`src/sv/tcw_pkg.sv`:
```
`timescale 1ns / 1ps
package tcw_pkg;

  localparam int unsigned ADDR_W = 14;
  localparam int unsigned SIZE_W = 15;
  localparam int unsigned CHAR_W = 8;
  localparam int unsigned ATTR_W = 8;
  localparam int unsigned CMD_W  = 2;
  localparam int unsigned CFG_IDX_W  = 3;
  localparam int unsigned CFG_DATA_W = 15;

  localparam logic [ADDR_W-1:0] ADDR_MAX = 14'h3FFF;

  localparam logic [CMD_W-1:0] CMD_CHAR        = 2'd0;
  localparam logic [CMD_W-1:0] CMD_SCROLL_UP   = 2'd1;
  localparam logic [CMD_W-1:0] CMD_SCROLL_DOWN = 2'd2;

  localparam logic [CHAR_W-1:0] CH_NEWLINE   = 8'd10;
  localparam logic [CHAR_W-1:0] CH_BACKSPACE = 8'd8;
  localparam logic [CHAR_W-1:0] CH_BLANK     = 8'd32;

  localparam logic [CFG_IDX_W-1:0] REG_REGION_BASE    = 3'd0;
  localparam logic [CFG_IDX_W-1:0] REG_REGION_SIZE    = 3'd1;
  localparam logic [CFG_IDX_W-1:0] REG_HIGHLIGHT_MODE = 3'd2;
  localparam logic [CFG_IDX_W-1:0] REG_NORMAL_ATTR    = 3'd3;
  localparam logic [CFG_IDX_W-1:0] REG_HIGHLIGHT_ATTR = 3'd4;

  // one recorded newline jump
  typedef struct packed {
    logic [ADDR_W-1:0] from;
    logic [7:0]        len;
  } jump_entry_t;

endpackage

```
`src/sv/tcw_colrem.sv`:
```
`timescale 1ns / 1ps
// Column of an offset within a row: offset mod COLS by a scaled reciprocal.
// The product is registered; the remainder is combinational from it and valid in the cycle after load.
module tcw_colrem #(
  parameter int unsigned COLS = 80
) (
  input  logic                       clk_i,
  input  logic                       load_i,
  input  logic [tcw_pkg::ADDR_W-1:0] offs_i,
  output logic [7:0]                 rem_o
);

  localparam int unsigned SHIFT  = tcw_pkg::ADDR_W + 8;
  localparam int unsigned RCP_W  = SHIFT - 2;
  localparam int unsigned PROD_W = tcw_pkg::ADDR_W + RCP_W;
  localparam int unsigned QUO_W  = PROD_W - SHIFT;
  localparam int unsigned MUL_W  = QUO_W + 8;
  localparam logic [RCP_W-1:0] RECIP = RCP_W'((64'd1 << SHIFT) / COLS);
  localparam logic [7:0]       COLS_B = 8'(COLS);

  logic [PROD_W-1:0]          prod_q;
  logic [tcw_pkg::ADDR_W-1:0] offs_q;
  logic [QUO_W-1:0]           quo_est;
  logic [MUL_W-1:0]           back_mul;
  logic [MUL_W-1:0]           rem_wide;
  logic [8:0]                 rem_raw;

  always_ff @(posedge clk_i) begin
    if (load_i) begin
      prod_q <= PROD_W'(offs_i) * PROD_W'(RECIP);
      offs_q <= offs_i;
    end
  end

  // the estimate is low by at most one, so one corrective subtract suffices
  assign quo_est  = prod_q[PROD_W-1:SHIFT];
  assign back_mul = MUL_W'(quo_est) * MUL_W'(COLS_B);
  assign rem_wide = MUL_W'(offs_q) - back_mul;
  assign rem_raw  = rem_wide[8:0];
  assign rem_o    = (rem_raw >= {1'b0, COLS_B}) ? 8'(rem_raw - {1'b0, COLS_B})
                                                : rem_raw[7:0];

endmodule

```
`config.mk`:
```
export PLATFORM = sky130hd
export DESIGN_NAME = tcw_colrem
export DESIGN_NICKNAME = d
export VERILOG_FILES = /design/src/sv/tcw_pkg.sv /design/src/sv/tcw_colrem.sv
export SDC_FILE = /design/constraint.sdc
export NUM_CORES = 1
export LEC_CHECK = 0
export CAP_MARGIN = 15
export CELL_PAD_IN_SITES_DETAIL_PLACEMENT = 1
export CELL_PAD_IN_SITES_GLOBAL_PLACEMENT = 1
export CORE_UTILIZATION = 36
export CTS_CLUSTER_DIAMETER = 200
export CTS_CLUSTER_SIZE = 28
export DETAILED_ROUTE_END_ITERATION = 8
export DONT_BUFFER_PORTS = 1
export GPL_TIMING_DRIVEN = 0
export PLACE_DENSITY = 0.6
export SYNTH_ARGS = -nofsm -noshare
export SYNTH_HDL_FRONTEND = slang
export SYNTH_SLANG_ARGS = --single-unit
```
`constraint.sdc`:
```
create_clock -name clk_i -period 6.6 [get_ports clk_i]
set_input_delay 1.32 -clock clk_i [delete_from_list [all_inputs] [get_ports clk_i]]
set_output_delay 1.32 -clock clk_i [all_outputs]
set_load 0.03 [all_outputs]
```
# After elaboration in Yosys (flattened, before gate mapping)
# Index checks and enable logic that the tools add are counted.
totals:
  register_bits: 37
  word_cells: 8
op_classes:
  n_addsub: 2
  multipliers: 2
  n_lt_le_gt_ge: 1
  n_mux: 1
ops:
  columns: ["op", "count"]
  rows:
  - ["$mul 14x14->28 const B", 1]
  - ["$ge 9x7->1 const B", 1]
  - ["$sub 9x9->9", 1]
  - ["$mul 8x3->5 const B", 1]
  - ["$mux 8", 1]
  - ["$sub 8x7->8 const B", 1]

# Logic depth before layout (Yosys ltp)
logic_depth:
  ltp_word: 4
  ltp_mapped: 17
  ltp_nobuf: 17

# Worst setup path after synthesis
# No wires, ideal clock.
synth_path:
  path_type: "input -> register"
  startpoint: "input port offs_i[8] in the netlist's numbering"
  endpoint: "register prod_q[24] (data pin)"
  setup_ns: 0.259
  arrival_time_ns: 5.592
  path_slack_ns: 0.749
  cell_stages: 15
  n_path_buf: 0
  cell_sequence: "ha_1 -> fa_1 -> fa_1 -> inv_1 -> fa_1 -> inv_1 -> fa_1 -> ha_1 -> ha_1 -> a21o_1 -> a2111oi_2 -> nor2_1 -> o311ai_2 -> and2b_1 -> xnor2_1"
synth_between:
  elab_chain_len: 1
synth_rtl:
  columns: ["item", "line", "text"]
  rows:
  - ["start: declaration", "tcw_colrem.sv:9", "input logic [tcw_pkg::ADDR_W-1:0] offs_i,"]
  - ["$mul 14x14->28", "tcw_colrem.sv:30", "prod_q <= PROD_W'(offs_i) * PROD_W'(RECIP);"]
  - ["end signal: assignment", "tcw_colrem.sv:30", null]
  - ["end: declaration", "tcw_colrem.sv:21", "logic [PROD_W-1:0] prod_q;"]
# Every way passes these cells.
# A chain may end at the register's enable or synchronous reset.

# Final worst setup path
layout_path:
  startpoint: "input port offs_i[5] in the netlist's numbering"
  endpoint: "register prod_q[24] (data pin)"
# The elaborated chain is that of the path after synthesis.

==> flow_metrics.tcl <==
set metrics [dict create \
    synth_top_cell_by_area "ha_1" \
    setup_viol 0 \
    cts_resized 0 \
    die-width_microns 107.4 \
    io_buffers 0 \
    firstDrtPassIters 4 \
    crit_path_start_kind "primary input" \
    grt_max_degree 15 \
    cp_max_fo 7 \
    dr.first_iter.drc_count 52 \
    slowest_delay_ns 0.56 \
    n_antenna_cell 0 \
    fill_cells 1226 \
    clk_pin_slew_worst_paths_ns 0.05 \
    core_area_sq_um 10840 \
    status "completed" \
    wl_met1_microns 4058 \
    ys_types 44 \
    antenna_found_initial 0 \
    cts_tree "yes" \
    fin_crit_ns 5.908 \
    numCtsBuffers 3 \
    via_count 2621 \
    worstPathRequired_ns 6.59 \
    synth_top_area_frac 0.3377 \
    synth.area.top_cells "ha_1, fa_1, edfxtp_1, inv_1, xnor2_1" \
    drive_above_1_share 0.04113 \
    place_congestion 0.7975 \
    overflow 0 \
    rows 38 \
    ys_seq_area_frac 0.1051 \
    cp-end-kind "flop" \
    path_class "in2reg" \
    ios 24 \
    critPathMostFrequentCell "fa_1" \
    multi_input_area_sq_um 3149 \
    dp_hpwl_microns 7668 \
    grt_pass1_wl_microns 14170 \
    drc_errors 0 \
    placed_area_sq_um 4177 \
    slew_viol_final 0 \
    wl_met3_microns 174 \
    hold_path_class "in2reg" \
    netlist_top_cells_count "ha_1, inv_1, fa_1" \
    setup_tns_ns 0 \
    wl_per_cell_microns 16.14 \
    placedCellCount 525 \
    syn_to_final_growth_pct 5.503 \
    netlist_area_sq_um 4001 \
    synthFlopType "edfxtp_1" \
    start_util 0.3691 \
    route.met2.wl_microns 4256 \
    ys_warn_count 0 \
    wl_microns 8540 \
    root_buffer "clkbuf_8" \
    die_area_sq_um 11540 \
    crit_path_start "offs_i[5]" \
    fin_cells 529 \
    grt_pass1_vias 2864 \
    h-tree-depth 1 \
    critPathSlowestCell "fa_1" \
    async_flop_share 0 \
    path_cells "ha_1 -> fa_1 -> inv_1 -> fa_1 -> inv_1 -> fa_1 -> fa_1 -> ha_1 -> ha_1 -> and4_1 -> a2111oi_2 -> nor2_1 -> o311ai_2 -> and2b_1 -> xnor2_1" \
    holdBufCountCts 0 \
    worst_pin_slew_ns 0.9717 \
    postCtsSetupRepairBufs 0 \
    vias_per_cell 4.955 \
    syn_area_per_cell_sq_um 10.39 \
    nNetsFinal 568 \
    yosysMostFrequentCell "ha_1" \
    rsz0062_at_grt "no" \
    maxCapViolCount 0 \
    fmax_ghz 0.1693 \
    fin_crit_sh 0.8952 \
    track_usage 0.1627 \
    ys_ff_latch 14 \
    highest_layer "met4" \
    setup.worst_path.end "prod_q[24]$_DFFE_PP_" \
    hold_viol 0 \
    antenna_left 0 \
    final_cell_area_sq_um 4222 \
    cp.arrival_ns 5.90 \
    synth_nets 563 \
    synth_edf_count 14 \
    slew_headroom 0.3466 \
    seq_area_sq_um 420.4 \
    synthCells 385 \
    clk_path_buf_depth 2 \
    clock-sinks 14 \
    die_y_microns 107.4 \
]
-- critical path, delay by kind of cell --
family	cells	cell delay, ns
and+or+nand+nor	3	0.54
AOI/OAI and AO/OA	2	0.75
xor gates and xnor gates	1	0.06
buffers and inverters	2	0.11
adders and majority gates	7	3.11
-- layout make-up --
class | count | share of cell area
multi-input combinational | 260 | 0.7460
buffer | 4 | 0.007113
sequential | 14 | 0.09958
clock inverter | 1 | 0.0008892
tap | 140 | 0.04149
clock buffer | 3 | 0.009781
inverter | 107 | 0.09514
-- logic make-up (layout without fill, tap and decap cells) --
kind of cell	after synthesis	after routing	synth area share
fa+ha+maj	162	162	0.6079
xor+xnor	18	18	0.04284
simple gates	33	33	0.04441
flops	14	14	0.1051
buf+inv	111	115	0.1079
compound gates	47	47	0.09194
-- flip-flops by register name (all words and copies together) (netlist names) --
register and count:
offs_q 9, prod_q 5
-- placed cells by master (no fill, tap or decap), drive strengths merged, types with 2 or more instances in the layout --
cell type / instances
ha: 108
inv: 107
fa: 54
edfxtp: 14
xnor2: 12
a21o: 9
a21oi: 8
nor2: 7
nand2: 7
o21ai: 7
xor2: 5
nand3: 4
buf: 4
o21a: 3
clkbuf: 3
and3: 3
and4: 3
and2: 2
a41o: 2
a211o: 2
a2111oi: 2
o31ai: 2
or3: 2
o311ai: 2
a221oi: 2
-- layer usage --
metal	vias up	GRT usage
met5	-	0
met4	0	0.02935
met3	4	0.008475
met2	19	0.2889
met1	1328	0.2202
li1	1270	-
-- through the flow --
step / hold WS [ns] / util / worst slack (ns)
after floorplan: 1.419 / - / 0.7491
after global placement: 1.420 / 0.3853 / 0.4137
final: 1.174 / 0.3894 / 0.6916
after detailed placement: 1.420 / 0.3853 / 0.3923
after CTS: 1.164 / 0.3894 / 0.6533
after global routing: 1.163 / 0.3894 / 0.3880
-- how the worst min path moves through the flow --
stage                     startpoint                   to  slack [ns]  cells after the start
after floorplan            offs_i[0]  offs_q[0]$_DFFE_PP_        1.42                      0
after global placement     offs_i[0]  offs_q[0]$_DFFE_PP_        1.42                      0
after detailed placement   offs_i[5]  offs_q[5]$_DFFE_PP_        1.42                      0
after CTS                  offs_i[8]  offs_q[8]$_DFFE_PP_        1.16                      0
after global routing       offs_i[8]  offs_q[8]$_DFFE_PP_        1.16                      0
final                      offs_i[8]  offs_q[8]$_DFFE_PP_        1.17                      0
Power is not shown: default switching activity piles up to over one toggle a cycle in this logic, so the estimate is an artifact.
